`src/sv/pprk2_pkg.sv`:
```
// Shared constants, types and the arctangent table for the planar pose RK2 integrator.
// Used by pprk2_mul, pprk2_cordic and planar_pose_rk2_integrator_core; no dependencies.
`timescale 1ns / 1ps
`default_nettype none

package pprk2_pkg;

    // Field widths of the stream payloads.
    localparam int VEL_W      = 32;
    localparam int ANG_W      = 32;
    localparam int STAMP_W    = 32;
    localparam int OUT_POSE_W = 48;
    localparam int IN_DATA_W  = 3 * VEL_W + STAMP_W;
    localparam int OUT_DATA_W = 2 * OUT_POSE_W + ANG_W;

    // Position accumulator width; accumulators wrap at this width.
    localparam int POS_W = 48;

    // Fixed-point scaling.
    localparam int FRAC_SHIFT = 16;
    localparam int TRIG_FRAC  = 30;
    localparam int DMAG_W     = 48;

    // Shared digit-serial multiplier.
    localparam int MUL_A_W    = 48;
    localparam int MUL_B_W    = 32;
    localparam int DIG_W      = 4;
    localparam int MUL_DIGITS = MUL_B_W / DIG_W;
    localparam int MCNT_W     = $clog2(MUL_DIGITS);
    localparam int PROD_W     = MUL_A_W + MUL_B_W;
    localparam int RND_W      = PROD_W - TRIG_FRAC;

    // CORDIC.
    localparam int TRIG_W       = 32;
    localparam int CORDIC_STEPS = 20;
    localparam int ATAN_LEN     = 30;
    localparam int CORDIC_N     = (CORDIC_STEPS < ATAN_LEN) ? CORDIC_STEPS : ATAN_LEN;
    localparam int CIDX_W       = $clog2(CORDIC_N);
    localparam int ATAN_IDX_W   = $clog2(ATAN_LEN);
    localparam logic signed [TRIG_W-1:0] CORDIC_GAIN = 32'sd652032874;

    typedef enum logic [3:0] {
        ST_IDLE,
        ST_PREP,
        ST_MUL_W,
        ST_DIR,
        ST_MUL_X,
        ST_MUL_Y,
        ST_WAIT_TRIG,
        ST_MUL_XC,
        ST_MUL_YS,
        ST_MUL_XS,
        ST_MUL_YC,
        ST_UPD,
        ST_DONE
    } t_state;

    // Cosine and sine as sign and magnitude, Q2.30.
    typedef struct packed {
        logic              c_neg;
        logic [TRIG_W-1:0] c_mag;
        logic              s_neg;
        logic [TRIG_W-1:0] s_mag;
    } t_trig;

    // Rounded arctangent of 2^-i in binary-angle units (full circle = 2^32).
    function automatic logic [ANG_W-1:0] atan_turn(input logic [ATAN_IDX_W-1:0] idx);
        logic [ANG_W-1:0] v;
        case (idx)
            5'd0:    v = 32'd536870912;
            5'd1:    v = 32'd316933406;
            5'd2:    v = 32'd167458907;
            5'd3:    v = 32'd85004756;
            5'd4:    v = 32'd42667331;
            5'd5:    v = 32'd21354465;
            5'd6:    v = 32'd10679838;
            5'd7:    v = 32'd5340245;
            5'd8:    v = 32'd2670163;
            5'd9:    v = 32'd1335087;
            5'd10:   v = 32'd667544;
            5'd11:   v = 32'd333772;
            5'd12:   v = 32'd166886;
            5'd13:   v = 32'd83443;
            5'd14:   v = 32'd41722;
            5'd15:   v = 32'd20861;
            5'd16:   v = 32'd10430;
            5'd17:   v = 32'd5215;
            5'd18:   v = 32'd2608;
            5'd19:   v = 32'd1304;
            5'd20:   v = 32'd652;
            5'd21:   v = 32'd326;
            5'd22:   v = 32'd163;
            5'd23:   v = 32'd81;
            5'd24:   v = 32'd41;
            5'd25:   v = 32'd20;
            5'd26:   v = 32'd10;
            5'd27:   v = 32'd5;
            5'd28:   v = 32'd3;
            5'd29:   v = 32'd1;
            default: v = '0;
        endcase
        return v;
    endfunction

endpackage

`default_nettype wire

```
`src/sv/pprk2_mul.sv`:
```
// Digit-serial unsigned multiplier: the multiplier operand is shifted out one digit per cycle.
// Depends on pprk2_pkg.
`timescale 1ns / 1ps
`default_nettype none

module pprk2_mul (
    input  logic                             i_clk,
    input  logic                             i_rst_n,
    input  logic                             i_start,
    input  logic [pprk2_pkg::MUL_A_W-1:0]    i_a,
    input  logic [pprk2_pkg::MUL_B_W-1:0]    i_b,
    output logic                             o_done,
    output logic [pprk2_pkg::PROD_W-1:0]     o_prod
);
    import pprk2_pkg::*;

    localparam int SUM_W = MUL_A_W + DIG_W;

    logic               r_busy;
    logic               r_done;
    logic [MCNT_W-1:0]  r_cnt;
    logic [MUL_A_W-1:0] r_a;
    logic [MUL_B_W-1:0] r_b;
    logic [MUL_A_W-1:0] r_hi;
    logic [MUL_B_W-1:0] r_lo;
    logic [SUM_W-1:0]   part;
    logic [SUM_W-1:0]   sum;

    assign part = SUM_W'(r_a) * SUM_W'(r_b[DIG_W-1:0]);
    assign sum  = SUM_W'(r_hi) + part;

    always_ff @(posedge i_clk) begin
        if (!i_rst_n) begin
            r_busy <= 1'b0;
            r_done <= 1'b0;
            r_cnt  <= '0;
        end else begin
            r_done <= 1'b0;
            if (i_start) begin
                r_busy <= 1'b1;
                r_cnt  <= '0;
            end else if (r_busy) begin
                r_cnt <= r_cnt + 1'b1;
                if (r_cnt == MCNT_W'(MUL_DIGITS - 1)) begin
                    r_busy <= 1'b0;
                    r_done <= 1'b1;
                end
            end
        end
    end

    // The partial sum shifts right one digit per cycle; its low digit drops into r_lo.
    always_ff @(posedge i_clk) begin
        if (i_start) begin
            r_a  <= i_a;
            r_b  <= i_b;
            r_hi <= '0;
            r_lo <= '0;
        end else if (r_busy) begin
            r_hi <= sum[SUM_W-1:DIG_W];
            r_lo <= {sum[DIG_W-1:0], r_lo[MUL_B_W-1:DIG_W]};
            r_b  <= r_b >> DIG_W;
        end
    end

    assign o_done = r_done;
    assign o_prod = {r_hi, r_lo};

    a_start_idle: assert property (@(posedge i_clk) disable iff (!i_rst_n)
        i_start |-> !r_busy)
        else $error("multiplier started while busy");

endmodule

`default_nettype wire

```
`src/sv/pprk2_cordic.sv`:
```
// Iterative CORDIC, one rotation step per cycle, giving cosine and sine of a binary angle.
// Depends on pprk2_pkg (table, widths, t_trig).
`timescale 1ns / 1ps
`default_nettype none

module pprk2_cordic (
    input  logic                          i_clk,
    input  logic                          i_rst_n,
    input  logic                          i_start,
    input  logic [pprk2_pkg::ANG_W-1:0]   i_angle,
    output logic                          o_busy,
    output pprk2_pkg::t_trig              o_trig
);
    import pprk2_pkg::*;

    logic                     r_busy;
    logic [CIDX_W-1:0]        r_i;
    logic                     r_flip;
    logic signed [TRIG_W-1:0] r_x;
    logic signed [TRIG_W-1:0] r_y;
    logic signed [ANG_W-1:0]  r_z;
    logic signed [TRIG_W-1:0] xs;
    logic signed [TRIG_W-1:0] ys;
    logic signed [ANG_W-1:0]  at;
    logic                     flip;

    // Angles in the second and third quadrant are turned by half a circle.
    assign flip = i_angle[ANG_W-1] ^ i_angle[ANG_W-2];
    assign xs   = r_x >>> r_i;
    assign ys   = r_y >>> r_i;
    assign at   = signed'(atan_turn(ATAN_IDX_W'(r_i)));

    always_ff @(posedge i_clk) begin
        if (!i_rst_n) begin
            r_busy <= 1'b0;
            r_i    <= '0;
        end else if (i_start) begin
            r_busy <= 1'b1;
            r_i    <= '0;
        end else if (r_busy) begin
            if (r_i == CIDX_W'(CORDIC_N - 1)) begin
                r_busy <= 1'b0;
            end else begin
                r_i <= r_i + 1'b1;
            end
        end
    end

    always_ff @(posedge i_clk) begin
        if (i_start) begin
            r_flip <= flip;
            r_x    <= CORDIC_GAIN;
            r_y    <= '0;
            r_z    <= signed'({i_angle[ANG_W-1] ^ flip, i_angle[ANG_W-2:0]});
        end else if (r_busy) begin
            if (!r_z[ANG_W-1]) begin
                r_x <= r_x - ys;
                r_y <= r_y + xs;
                r_z <= r_z - at;
            end else begin
                r_x <= r_x + ys;
                r_y <= r_y - xs;
                r_z <= r_z + at;
            end
        end
    end

    assign o_busy       = r_busy;
    assign o_trig.c_neg = r_flip ^ r_x[TRIG_W-1];
    assign o_trig.c_mag = r_x[TRIG_W-1] ? (~r_x + 1'b1) : r_x;
    assign o_trig.s_neg = r_flip ^ r_y[TRIG_W-1];
    assign o_trig.s_mag = r_y[TRIG_W-1] ? (~r_y + 1'b1) : r_y;

    a_step_range: assert property (@(posedge i_clk) disable iff (!i_rst_n)
        r_busy |-> (r_i <= CIDX_W'(CORDIC_N - 1)))
        else $error("CORDIC step index past last step");

    a_start_idle: assert property (@(posedge i_clk) disable iff (!i_rst_n)
        i_start |-> !r_busy)
        else $error("CORDIC restarted while busy");

endmodule

`default_nettype wire

```
`src/sv/planar_pose_rk2_integrator_core.sv`:
```
// Top level of the planar pose RK2 integrator: sequencer, pose accumulators and stream ports.
// Depends on pprk2_pkg, pprk2_mul and pprk2_cordic.
//
// Channel   Direction  Handshake                          Contents
// s_axis    in         i_s_axis_tvalid / o_s_axis_tready  tuser = action, tdata = velocities, stamp
// m_axis    out        o_m_axis_tvalid / i_m_axis_tready  tdata = pose x, pose y, heading
//
// An integrate transaction makes seven passes through the shared multiplier, which consumes
// one 4-bit digit per cycle, with the 20-step CORDIC running beside the two velocity products.
// A reset transaction goes straight to the done state, which loads the result register once it is free.
// The core is ready for the next transaction as soon as the result is in the output register,
// even while that result still waits for i_m_axis_tready.
// i_rst_n is synchronous and active low; it clears the pose and the stored stamp.
`timescale 1ns / 1ps
`default_nettype none

module planar_pose_rk2_integrator_core (
    input  logic                                 i_clk,
    input  logic                                 i_rst_n,
    input  logic                                 i_s_axis_tvalid,
    output logic                                 o_s_axis_tready,
    // vel_body_x, vel_body_y, yaw_rate, stamp (32 bits each, from the lowest bit up)
    input  logic [pprk2_pkg::IN_DATA_W-1:0]      i_s_axis_tdata,
    // action
    input  logic                                 i_s_axis_tuser,
    output logic                                 o_m_axis_tvalid,
    input  logic                                 i_m_axis_tready,
    // pose_x (48), pose_y (48), pose_heading (32), from the lowest bit up
    output logic [pprk2_pkg::OUT_DATA_W-1:0]     o_m_axis_tdata
);
    import pprk2_pkg::*;

    t_state               r_state;
    t_state               n_state;

    logic [VEL_W-1:0]     vx;
    logic [VEL_W-1:0]     vy;
    logic [VEL_W-1:0]     wz;
    logic [STAMP_W-1:0]   stamp;
    logic                 in_acc;

    logic [VEL_W-1:0]     r_vx_mag;
    logic [VEL_W-1:0]     r_vy_mag;
    logic [VEL_W-1:0]     r_w_mag;
    logic                 r_vx_neg;
    logic                 r_vy_neg;
    logic                 r_w_neg;
    logic [STAMP_W-1:0]   r_dt;
    logic [STAMP_W-1:0]   r_last_stamp;
    logic [ANG_W:0]       r_dang;
    logic [ANG_W:0]       n_dang;
    logic [DMAG_W-1:0]    r_dxm;
    logic [DMAG_W-1:0]    r_dym;

    logic [POS_W-1:0]     r_acc_x;
    logic [POS_W-1:0]     r_acc_y;
    logic [ANG_W-1:0]     r_acc_hd;

    logic [POS_W-1:0]     r_term;
    logic                 r_term_neg;
    logic                 r_term_to_y;
    logic                 r_term_vld;
    logic                 n_term_neg;
    logic [RND_W-1:0]     rnd;
    logic [POS_W-1:0]     addend;

    logic                 r_out_valid;
    logic [OUT_POSE_W-1:0] r_out_x;
    logic [OUT_POSE_W-1:0] r_out_y;
    logic [ANG_W-1:0]     r_out_hd;

    logic                 mul_start;
    logic [MUL_A_W-1:0]   mul_a;
    logic [MUL_B_W-1:0]   mul_b;
    logic                 mul_done;
    logic [PROD_W-1:0]    mul_prod;

    logic                 cordic_start;
    logic [ANG_W-1:0]     cordic_angle;
    logic                 cordic_busy;
    t_trig                trig;

    assign vx    = i_s_axis_tdata[VEL_W-1:0];
    assign vy    = i_s_axis_tdata[2*VEL_W-1:VEL_W];
    assign wz    = i_s_axis_tdata[3*VEL_W-1:2*VEL_W];
    assign stamp = i_s_axis_tdata[3*VEL_W+STAMP_W-1:3*VEL_W];

    assign o_s_axis_tready = (r_state == ST_IDLE);
    assign in_acc          = i_s_axis_tvalid && o_s_axis_tready;

    pprk2_mul u_mul (
        .i_clk   (i_clk),
        .i_rst_n (i_rst_n),
        .i_start (mul_start),
        .i_a     (mul_a),
        .i_b     (mul_b),
        .o_done  (mul_done),
        .o_prod  (mul_prod)
    );

    // Direction for the rotation: heading plus half the angle delta.
    assign cordic_start = (r_state == ST_DIR);
    assign cordic_angle = r_acc_hd + r_dang[ANG_W:1];

    pprk2_cordic u_cordic (
        .i_clk   (i_clk),
        .i_rst_n (i_rst_n),
        .i_start (cordic_start),
        .i_angle (cordic_angle),
        .o_busy  (cordic_busy),
        .o_trig  (trig)
    );

    always_ff @(posedge i_clk) begin
        if (!i_rst_n) begin
            r_state <= ST_IDLE;
        end else begin
            r_state <= n_state;
        end
    end

    always_comb begin
        n_state = r_state;
        case (r_state)
            ST_IDLE: begin
                if (in_acc) begin
                    n_state = i_s_axis_tuser ? ST_DONE : ST_PREP;
                end
            end
            ST_PREP:      n_state = ST_MUL_W;
            ST_MUL_W:     if (mul_done) n_state = ST_DIR;
            ST_DIR:       n_state = ST_MUL_X;
            ST_MUL_X:     if (mul_done) n_state = ST_MUL_Y;
            ST_MUL_Y:     if (mul_done) n_state = ST_WAIT_TRIG;
            ST_WAIT_TRIG: if (!cordic_busy) n_state = ST_MUL_XC;
            ST_MUL_XC:    if (mul_done) n_state = ST_MUL_YS;
            ST_MUL_YS:    if (mul_done) n_state = ST_MUL_XS;
            ST_MUL_XS:    if (mul_done) n_state = ST_MUL_YC;
            ST_MUL_YC:    if (mul_done) n_state = ST_UPD;
            ST_UPD:       n_state = ST_DONE;
            ST_DONE: begin
                if (!r_out_valid || i_m_axis_tready) begin
                    n_state = ST_IDLE;
                end
            end
            default:      n_state = ST_IDLE;
        endcase
    end

    // A multiply is launched on entry to each multiply state, with that state's operands.
    always_comb begin
        mul_start = (n_state != r_state) &&
                    (n_state inside {ST_MUL_W, ST_MUL_X, ST_MUL_Y,
                                     ST_MUL_XC, ST_MUL_YS, ST_MUL_XS, ST_MUL_YC});
        case (n_state)
            ST_MUL_W: begin
                mul_a = MUL_A_W'(r_w_mag);
                mul_b = MUL_B_W'(r_dt);
            end
            ST_MUL_X: begin
                mul_a = MUL_A_W'(r_vx_mag);
                mul_b = MUL_B_W'(r_dt);
            end
            ST_MUL_Y: begin
                mul_a = MUL_A_W'(r_vy_mag);
                mul_b = MUL_B_W'(r_dt);
            end
            ST_MUL_XC: begin
                mul_a = MUL_A_W'(r_dxm);
                mul_b = MUL_B_W'(trig.c_mag);
            end
            ST_MUL_YS: begin
                mul_a = MUL_A_W'(r_dym);
                mul_b = MUL_B_W'(trig.s_mag);
            end
            ST_MUL_XS: begin
                mul_a = MUL_A_W'(r_dxm);
                mul_b = MUL_B_W'(trig.s_mag);
            end
            ST_MUL_YC: begin
                mul_a = MUL_A_W'(r_dym);
                mul_b = MUL_B_W'(trig.c_mag);
            end
            default: begin
                mul_a = '0;
                mul_b = '0;
            end
        endcase
    end

    // Signed angle delta, kept to 33 bits for the heading step and its half.
    assign n_dang = r_w_neg ? (~mul_prod[ANG_W:0] + 1'b1) : mul_prod[ANG_W:0];

    // Rounding to Q.16 half away from zero is applied to the magnitude.
    assign rnd = mul_prod[PROD_W-1:TRIG_FRAC] + RND_W'(mul_prod[TRIG_FRAC-1]);

    always_comb begin
        case (r_state)
            ST_MUL_XC: n_term_neg = r_vx_neg ^ trig.c_neg;
            ST_MUL_YS: n_term_neg = ~(r_vy_neg ^ trig.s_neg);
            ST_MUL_XS: n_term_neg = r_vx_neg ^ trig.s_neg;
            ST_MUL_YC: n_term_neg = r_vy_neg ^ trig.c_neg;
            default:   n_term_neg = 1'b0;
        endcase
    end

    assign addend = r_term_neg ? ~r_term : r_term;

    // Operand, product and output capture.
    always_ff @(posedge i_clk) begin
        if (in_acc && !i_s_axis_tuser) begin
            r_vx_neg <= vx[VEL_W-1];
            r_vy_neg <= vy[VEL_W-1];
            r_w_neg  <= wz[VEL_W-1];
            r_vx_mag <= vx[VEL_W-1] ? (~vx + 1'b1) : vx;
            r_vy_mag <= vy[VEL_W-1] ? (~vy + 1'b1) : vy;
            r_w_mag  <= wz[VEL_W-1] ? (~wz + 1'b1) : wz;
            r_dt     <= stamp - r_last_stamp;
        end
        if (mul_done) begin
            case (r_state)
                ST_MUL_W: r_dang <= n_dang;
                ST_MUL_X: r_dxm  <= mul_prod[FRAC_SHIFT +: DMAG_W];
                ST_MUL_Y: r_dym  <= mul_prod[FRAC_SHIFT +: DMAG_W];
                ST_MUL_XC, ST_MUL_YS, ST_MUL_XS, ST_MUL_YC: begin
                    r_term      <= POS_W'(rnd);
                    r_term_neg  <= n_term_neg;
                    r_term_to_y <= (r_state == ST_MUL_XS) || (r_state == ST_MUL_YC);
                end
                default: ;
            endcase
        end
        if (r_state == ST_DONE && (!r_out_valid || i_m_axis_tready)) begin
            r_out_x  <= OUT_POSE_W'(r_acc_x);
            r_out_y  <= OUT_POSE_W'(r_acc_y);
            r_out_hd <= r_acc_hd;
        end
    end

    // Pose state and output valid.
    always_ff @(posedge i_clk) begin
        if (!i_rst_n) begin
            r_acc_x      <= '0;
            r_acc_y      <= '0;
            r_acc_hd     <= '0;
            r_last_stamp <= '0;
            r_term_vld   <= 1'b0;
            r_out_valid  <= 1'b0;
        end else begin
            r_term_vld <= mul_done && (r_state inside {ST_MUL_XC, ST_MUL_YS,
                                                       ST_MUL_XS, ST_MUL_YC});
            if (in_acc) begin
                if (i_s_axis_tuser) begin
                    r_acc_x  <= '0;
                    r_acc_y  <= '0;
                    r_acc_hd <= '0;
                end else begin
                    r_last_stamp <= stamp;
                end
            end
            // Each rotated term is registered after rounding and lands in its accumulator in the next cycle.
            if (r_term_vld) begin
                if (r_term_to_y) begin
                    r_acc_y <= r_acc_y + addend + POS_W'(r_term_neg);
                end else begin
                    r_acc_x <= r_acc_x + addend + POS_W'(r_term_neg);
                end
            end
            if (r_state == ST_UPD) begin
                r_acc_hd <= r_acc_hd + r_dang[ANG_W-1:0];
            end
            if (r_state == ST_DONE && (!r_out_valid || i_m_axis_tready)) begin
                r_out_valid <= 1'b1;
            end else if (i_m_axis_tready) begin
                r_out_valid <= 1'b0;
            end
        end
    end

    assign o_m_axis_tvalid = r_out_valid;
    assign o_m_axis_tdata  = {r_out_hd, r_out_y, r_out_x};

    a_reset_clears: assert property (@(posedge i_clk) disable iff (!i_rst_n)
        (in_acc && i_s_axis_tuser) |=> (r_acc_x == '0 && r_acc_y == '0 && r_acc_hd == '0))
        else $error("reset transaction did not clear the pose");

    a_idle_trig_done: assert property (@(posedge i_clk) disable iff (!i_rst_n)
        o_s_axis_tready |-> !cordic_busy)
        else $error("CORDIC still running while idle");

    a_term_window: assert property (@(posedge i_clk) disable iff (!i_rst_n)
        r_term_vld |-> (r_state == ST_MUL_YS || r_state == ST_MUL_XS ||
                        r_state == ST_MUL_YC || r_state == ST_UPD))
        else $error("rotated term pending outside the rotation sequence");

endmodule

`default_nettype wire

```
`config.mk`:
```
export PLATFORM = sky130hd
export DESIGN_NAME = planar_pose_rk2_integrator_core
export DESIGN_NICKNAME = d
export VERILOG_FILES = /design/src/sv/pprk2_pkg.sv /design/src/sv/pprk2_mul.sv /design/src/sv/pprk2_cordic.sv /design/src/sv/planar_pose_rk2_integrator_core.sv
export SDC_FILE = /design/constraint.sdc
export NUM_CORES = 2
export LEC_CHECK = 0
export CAP_MARGIN = 5
export CORE_ASPECT_RATIO = 1.1
export CORE_MARGIN = 2
export CORE_UTILIZATION = 35
export CTS_CLUSTER_SIZE = 14
export DETAILED_ROUTE_END_ITERATION = 10
export DONT_BUFFER_PORTS = 1
export HOLD_SLACK_MARGIN = 0.02
export MAX_ROUTING_LAYER = met4
export PLACE_DENSITY = 0.53
export SKIP_LAST_GASP = 1
export SYNTH_ARGS = -nofsm -noshare
export SYNTH_HDL_FRONTEND = slang
export SYNTH_SLANG_ARGS = --single-unit
```
`constraint.sdc`:
```
create_clock -name i_clk -period 9.7 [get_ports i_clk]
set_input_delay 0.485 -clock i_clk [delete_from_list [all_inputs] [get_ports i_clk]]
set_output_delay 0.485 -clock i_clk [all_outputs]
set_load 0.03 [all_outputs]
```
# Yosys cells after proc, flatten, opt, wreduce, memory -nomap -nowiden
# Memories as Yosys holds them, arrays and structs flattened. A register that Yosys moved wholly into a read port is not among the register bits.
# Cells that the tools add are included.
[op_classes]
addsub = 23
mul = 1
div_mod_pow = 0
magnitude_cmp = 0
n_eq_ne = 22
shift = 2
mux = 51
bitwise = 20
n_reduce_logical = 33
[op_table]
columns = ["op", "n"]
rows = [
  ["$mux W48", 9],
  ["$mux W32", 12],
  ["$pmux W48 S5", 1],
  ["$add A32 B1 Y32 const B", 5],
  ["$add A32 B32 Y32", 5],
  ["$not A32 Y32", 5],
  ["$add A48 B1 Y48", 3],
  ["$sub A32 B32 Y32", 4],
  ["$add A48 B48 Y48", 2],
  ["$pmux W32 S3", 1],
  ["$mux W31", 3],
  ["$sshr A32 B5 Y32", 2],
  ["$add A48 B52 Y52", 1],
  ["$mul A48 B4 Y52", 1],
  ["$pmux W4 S13", 1],
  ["$not A48 Y48", 1],
  ["$mux W4", 11],
  ["$add A33 B1 Y33 const B", 1],
  ["$mux W33", 1],
  ["$not A33 Y33", 1],
  ["$eq A4 B4 Y1 const B", 8],
  ["$eq A4 B3 Y1 const B", 7],
  ["$reduce_and A2 Y1", 7],
  ["$eq A4 B2 Y1 const B", 3],
  ["21 further kinds", 57],
]
[totals]
reg_bits = 872
latchBits = 0
mem_bits_rw = 0
romBits = 960
inputBits = 133
output_inout_bits = 130
mem_count = 1
[mem_list]
columns = ["name", "depth", "word_bits", "read_ports", "rd_clocked_by_memory_dff", "wr", "line_no", "rtl"]
rows = [
  ["(name not given)", 32, 30, 1, 1, 0, "pprk2_pkg.sv:69", "case (idx)"],
]

# Depth between registers and ports, before layout
[logic_depth]
depth_word = 8
ltp_mapped = 28
mapped_depth_nobuf = 23

# Hierarchy
# A second synthesis with hierarchy kept.
[hier_totals]
hier_cells = 6833
area_unflattened_um2 = 64748.3
[by_module_without_submodules]
columns = ["module", "instances", "cells_each", "area_per_inst_um2", "seq_area_each_um2"]
rows = [
  ["planar_pose_rk2_integrator_core", 1, 3299, 34088.9, 16475.8],
  ["pprk2_cordic", 1, 2158, 17262.8, 2992.9],
  ["pprk2_mul", 1, 1376, 13396.6, 4103.9],
]

# Worst setup path before layout
# Ideal clock, no wire load.
[synth_path]
path_type = "reg2reg"
startpoint = "register r_state[2]"
endpoint = "register r_out_hd[0], enable pin"
setup_ns = 0.617
arrival_ns = 6.328
t_required_ns = 9.083
path_slack_ns = 2.755
path_stages_with_launch = 5
n_path_buf = 2
period_less_slack_ns = 6.945
cell_sequence = "dfxtp_1 > clkbuf_1 > clkbuf_1 > nand3_1 > nor2_1"
[synth_via]
elab_chain_len = 2
[synth_lines]
columns = ["item", "line_no", "rtl"]
rows = [
  ["start: declaration", "planar_pose_rk2_integrator_core.sv:33", "t_state r_state;"],
  ["start signal: assignment", "planar_pose_rk2_integrator_core.sv:118", "r_state <= n_state;"],
  ["$eq A4 B4 Y1", "planar_pose_rk2_integrator_core.sv:233", "if (r_state == ST_DONE && (!r_out_valid || i_m_axis_tready)) begin"],
  ["$logic_and A1 B1 Y1", "planar_pose_rk2_integrator_core.sv:233", ""],
  ["end signal: assignment", "planar_pose_rk2_integrator_core.sv:236", "r_out_hd <= r_acc_hd;"],
  ["end: declaration", "planar_pose_rk2_integrator_core.sv:70", "logic [ANG_W-1:0] r_out_hd;"],
]
# Every way passes these cells.
# A chain may end at the register's enable or synchronous reset.

# Worst setup path after layout
[layout_path]
startpoint = "register u_cordic.r_i[0]"
endpoint = "register u_cordic.r_x[31]"
[layout_via]
elab_chain_len = 3
elab_cells_between_ends = 4
cone_classes = "2 x add/sub; 1 x shift; 1 x mux"
[layout_lines]
columns = ["item", "line_no", "rtl"]
rows = [
  ["start: declaration", "pprk2_cordic.sv:17", "logic [CIDX_W-1:0] r_i;"],
  ["start signal: assignment", "pprk2_cordic.sv:44", "r_i <= r_i + 1'b1;"],
  ["$sshr A32 B5 Y32 *", "pprk2_cordic.sv:30", "assign ys = r_y >>> r_i;"],
  ["$sub A32 B32 Y32 / $add A32 B32 Y32 (equally long branches)", "pprk2_cordic.sv:57, pprk2_cordic.sv:61", ""],
  ["$mux W32 *", "pprk2_cordic.sv:56", "if (!r_z[ANG_W-1]) begin"],
  ["end signal: assignment", "pprk2_cordic.sv:57", "r_x <= r_x - ys;"],
  ["end signal: assignment", "pprk2_cordic.sv:61", "r_x <= r_x + ys;"],
  ["end: declaration", "pprk2_cordic.sv:19", "logic signed [TRIG_W-1:0] r_x;"],
]
# Mark *: on every way between the ends. The rest lies on a longest branch, timed or not.

==> PnR_summary.wiki <==
{| class="wikitable"
! Metric !! Value
|-
| Status || complete, no violations
|-
| Core area || 185000 um^2
|-
| CTS buffer count || 106
|-
| Largest voltage drop on the vdd net || 151 uV
|-
| Starting utilization of the core area || 35.1%
|-
| Post-synth ARST share || 0%
|-
| Nature of the critical path startpoint || register
|-
| Largest cells by area after synthesis || sky130_fd_sc_hd__edfxtp_1 (25%), sky130_fd_sc_hd__dfxtp_1 (11%), sky130_fd_sc_hd__ha_1 (6.9%)
|-
| Synthesized area per cell || 9.54 um^2
|-
| Pin count of the biggest net entering global routing || 106
|-
| Floorplan die area || 190000 um^2
|-
| Proportion of netlist area held by the largest area contributor || 25.4%
|-
| Setup repair after global routing missed its margin || false
|-
| Most repeated cell in the gate-level netlist after synthesis || sky130_fd_sc_hd__nand2_1
|-
| EDFF count, synth || 551
|-
| DPL Wire Length || 154000 um
|-
| Yosys cell types || 110
|-
| Cell accounting for the most synthesized area || sky130_fd_sc_hd__edfxtp_1
|-
| Later-pin clock latency in the skew report || 0.77 ns
|-
| Worst hold margin || 0.0718 ns
|-
| Flop2flop setup slack || 2.83 ns
|-
| Detailed-router iteration count before antenna repair || 7
|-
| Final std cells w/o fill || 9372
|-
| Number of global-route vias before repair || 50000
|-
| Average routed wire per standard cell || 22.4 um
|-
| Total grt overflow || 0
|-
| Fraction of layout instances using a drive strength above 1 || 6.88%
|-
| Time the final worst path needs with I/O delays and setup || 6.87 ns
|-
| Endpoints failing setup || 0
|-
| Post-placement worst setup slack || 2.88 ns
|-
| Mean number of vias per cell || 5.58
|-
| Cells resized by post-CTS repair || 0
|-
| FF-to-FF Start || u_cordic.r_i[0]$_SDFFE_PP0P_
|-
| Yosys synthesis warning count || 0
|-
| Number of synthesized register bits || 902
|-
| Gr usage total || 22.2%
|-
| Worst slew margin relative to its limit || 15.2%
|-
| Portion of the post-synthesis area used by sequential elements || 36.2%
|-
| Final core area utilization || 39.2%
|-
| Leading post-synthesis cells by instance count || sky130_fd_sc_hd__nand2_1 (574), sky130_fd_sc_hd__edfxtp_1 (551), sky130_fd_sc_hd__o21ai_0 (451)
|-
| Area of placed instances || 67300 um^2
|-
| Mapped Area || 65200 um^2
|-
| Measured slew at the worst slew-check pin || 1.26 ns
|-
| Setup TNS Final || 0 ns
|-
| DRC viols || 0
|-
| Final period util || 70.8%
|-
| Clock-pin slew of the registers on the worst-case setup and hold paths || 0.06 ns
|-
| Routability-driven placement congestion ratio || 0.949
|-
| CTS tree || done
|-
| Power per Cell Area || 259 nW/um^2
|-
| Antenna Violating Nets Remaining || 0
|-
| Data required time of the critical path || 10.31 ns
|-
| I/O pin count || 263
|-
| Violation count after the first detailed-routing iteration || 4387
|-
| Gate Count Post-Synth || 6831
|-
| Port Buf Inserts || 0
|-
| Achievable clock frequency || 146 MHz
|-
| Max Cap Violations || 0
|-
| Die extent in x || 415 um
|-
| Type of the worst setup path || register to register
|-
| Worst min-delay path category || input port to register
|-
| Largest driver fanout on the critical path || 43
|-
| Total Wirelength || 210000 um
|-
| Clock root buffer || sky130_fd_sc_hd__clkbuf_16
|-
| Vias post-DR || 52300
|-
| Fin worst setup slack || 2.83 ns
|-
| Most used flip-flop cell after synthesis || sky130_fd_sc_hd__edfxtp_1
|-
| Synth Net Count || 7471
|-
| Final clock skew || 0.0556 ns
|-
| Total number of placement rows || 166
|-
| Kind of end point of the critical path || register
|-
| Maximum count of clock buffers along a single path || 3
|-
| Number of nets at the end of the flow || 7469
|-
| Inst Count DP || 8984
|-
| Crit path arrival time || 7.48 ns
|-
| H-Tree Depth || 3
|-
| Hold path startpoint || i_rst_n
|-
| Vertical die dimension || 457 um
|-
| CP startpoint || u_cordic.r_i[0]$_SDFFE_PP0P_
|-
| Number of antenna violations at the first check in global routing || 11
|-
| Area growth from synthesis to layout || 11.6%
|-
| First-pass GRT wire length || 317000 um
|-
| Final Hold Violating Endpoints || 0
|-
| Total Power Consumption || 18.8 mW
|-
| Clock Sinks || 902
|-
| Max Slew Vio Count || 0
|-
| Post-layout instance area || 72700 um^2
|-
| Static leakage || 28.2 nW
|}
-- repair_timing --
action / 4_1_cts / 5_1_grt
setup buffers: 0 / 0
hold endpoints to repair: 225 / 0
hold buffers: 173 / 0
-- power breakdown --
group | internal (mW) | switching [mW]
Clock | 2.41 | 1.75
Combinational | 3.91 | 5.33
Sequential | 4.58 | 0.858
Total | 10.9 | 7.94
-- kinds of logic (layout without fill, tap and decap cells) --
group                      count (synthesis)  in the layout  share of synthesized area, %
and+or+nand+nor                         1982           1982                          15.0
DFF                                      902            902                          36.2
AOI/OAI and AO/OA                       1786           1786                          18.0
buffers and inverters                    727            819                          4.65
muxes                                    278            278                          5.97
adders and majority gates                507            507                          11.4
other                                      0             13                             0
xor gates and xnor gates                 649            649                          8.72
-- flip-flops by register name, summed over array words and instances (netlist names), 33 cells and up --
name and flops:
r_dym 48, r_acc_y 48, u_mul.r_hi 48, u_mul.r_a 48, r_dxm 48, r_term 48, r_acc_x 48, r_out_x 48
r_out_y 48, r_dang 33
-- final timing paths --
kind                                    to  depth (start not counted)
max          u_cordic.r_x[31]$_SDFFE_PP0P_                         21
min                 r_acc_y[35]$_SDFF_PN0_                          2
max reg2reg  u_cordic.r_x[31]$_SDFFE_PP0P_                         21
min reg2reg          r_out_y[40]$_DFFE_PP_                          0
-- cells in the final DEF, fill, tap and decap left out, types with 39 or more instances in the layout --
master	count
sky130_fd_sc_hd__a21boi_0	57
sky130_fd_sc_hd__xnor2_1	432
sky130_fd_sc_hd__o21bai_1	59
sky130_fd_sc_hd__and2_1	249
sky130_fd_sc_hd__inv_1	347
sky130_fd_sc_hd__edfxtp_1	551
sky130_fd_sc_hd__a221o_1	39
sky130_fd_sc_hd__o21ai_0	451
sky130_fd_sc_hd__or3_1	54
sky130_fd_sc_hd__mux2i_1	159
sky130_fd_sc_hd__a21o_1	171
sky130_fd_sc_hd__buf_4	89
sky130_fd_sc_hd__nor2b_1	81
sky130_fd_sc_hd__xor2_1	217
sky130_fd_sc_hd__fa_1	147
sky130_fd_sc_hd__dlygate4sd3_1	171
sky130_fd_sc_hd__o21a_1	59
sky130_fd_sc_hd__nand4_1	49
sky130_fd_sc_hd__mux4_2	81
sky130_fd_sc_hd__nor2_1	447
sky130_fd_sc_hd__ha_1	360
sky130_fd_sc_hd__dfxtp_1	345
sky130_fd_sc_hd__a31oi_1	66
sky130_fd_sc_hd__nand3_1	141
sky130_fd_sc_hd__nand2_1	574
sky130_fd_sc_hd__a22oi_1	78
sky130_fd_sc_hd__a211oi_1	55
sky130_fd_sc_hd__a21oi_1	380
sky130_fd_sc_hd__o31ai_1	60
sky130_fd_sc_hd__and3_1	41
sky130_fd_sc_hd__clkbuf_16	107
sky130_fd_sc_hd__nand2b_1	72
sky130_fd_sc_hd__nor3_1	102
-- routing by layer --
metal | vias to the layer above | routed length (um) | track usage, %
met5 | - | 0 | -
met4 | 0 | 6900 | 7.38
met3 | 297 | 12500 | 2.93
met2 | 1667 | 94600 | 34.2
met1 | 25500 | 95800 | 30.0
li1 | 24800 | - | -
-- final cells by class --
| cell class | instances | area, um^2 |
|---|---|---|
| antenna | 13 | 32.5 |
| clock buffer | 138 | 2880 |
| sequential | 902 | 23600 |
| fill | 18300 | 113000 |
| multi-input combinational | 5202 | 38600 |
| tap | 2436 | 3050 |
| timing repair buffer | 262 | 2430 |
| inverter | 355 | 1340 |
| clock inverter | 64 | 733 |
-- critical path, stage by stage (launching register included) --
cell	delay, ns
sky130_fd_sc_hd__dfxtp_4	0.61
sky130_fd_sc_hd__buf_4	0.60
sky130_fd_sc_hd__mux2_2	0.43
sky130_fd_sc_hd__mux2_2	0.31
sky130_fd_sc_hd__mux2i_1	0.58
sky130_fd_sc_hd__o21ai_0	0.32
sky130_fd_sc_hd__or4b_4	0.58
sky130_fd_sc_hd__nor3b_4	0.27
sky130_fd_sc_hd__nor3b_4	0.29
sky130_fd_sc_hd__a21oi_1	0.12
sky130_fd_sc_hd__xor2_1	0.20
sky130_fd_sc_hd__ha_1	0.34
sky130_fd_sc_hd__and3_1	0.21
sky130_fd_sc_hd__and2_1	0.18
sky130_fd_sc_hd__a221oi_1	0.36
sky130_fd_sc_hd__nand2_1	0.12
sky130_fd_sc_hd__o21ba_2	0.29
sky130_fd_sc_hd__o21ai_0	0.15
sky130_fd_sc_hd__a41oi_1	0.27
sky130_fd_sc_hd__xnor2_1	0.17
sky130_fd_sc_hd__a211oi_1	0.10
sky130_fd_sc_hd__a31o_1	0.23
Power figures use the tool's default switching activity.
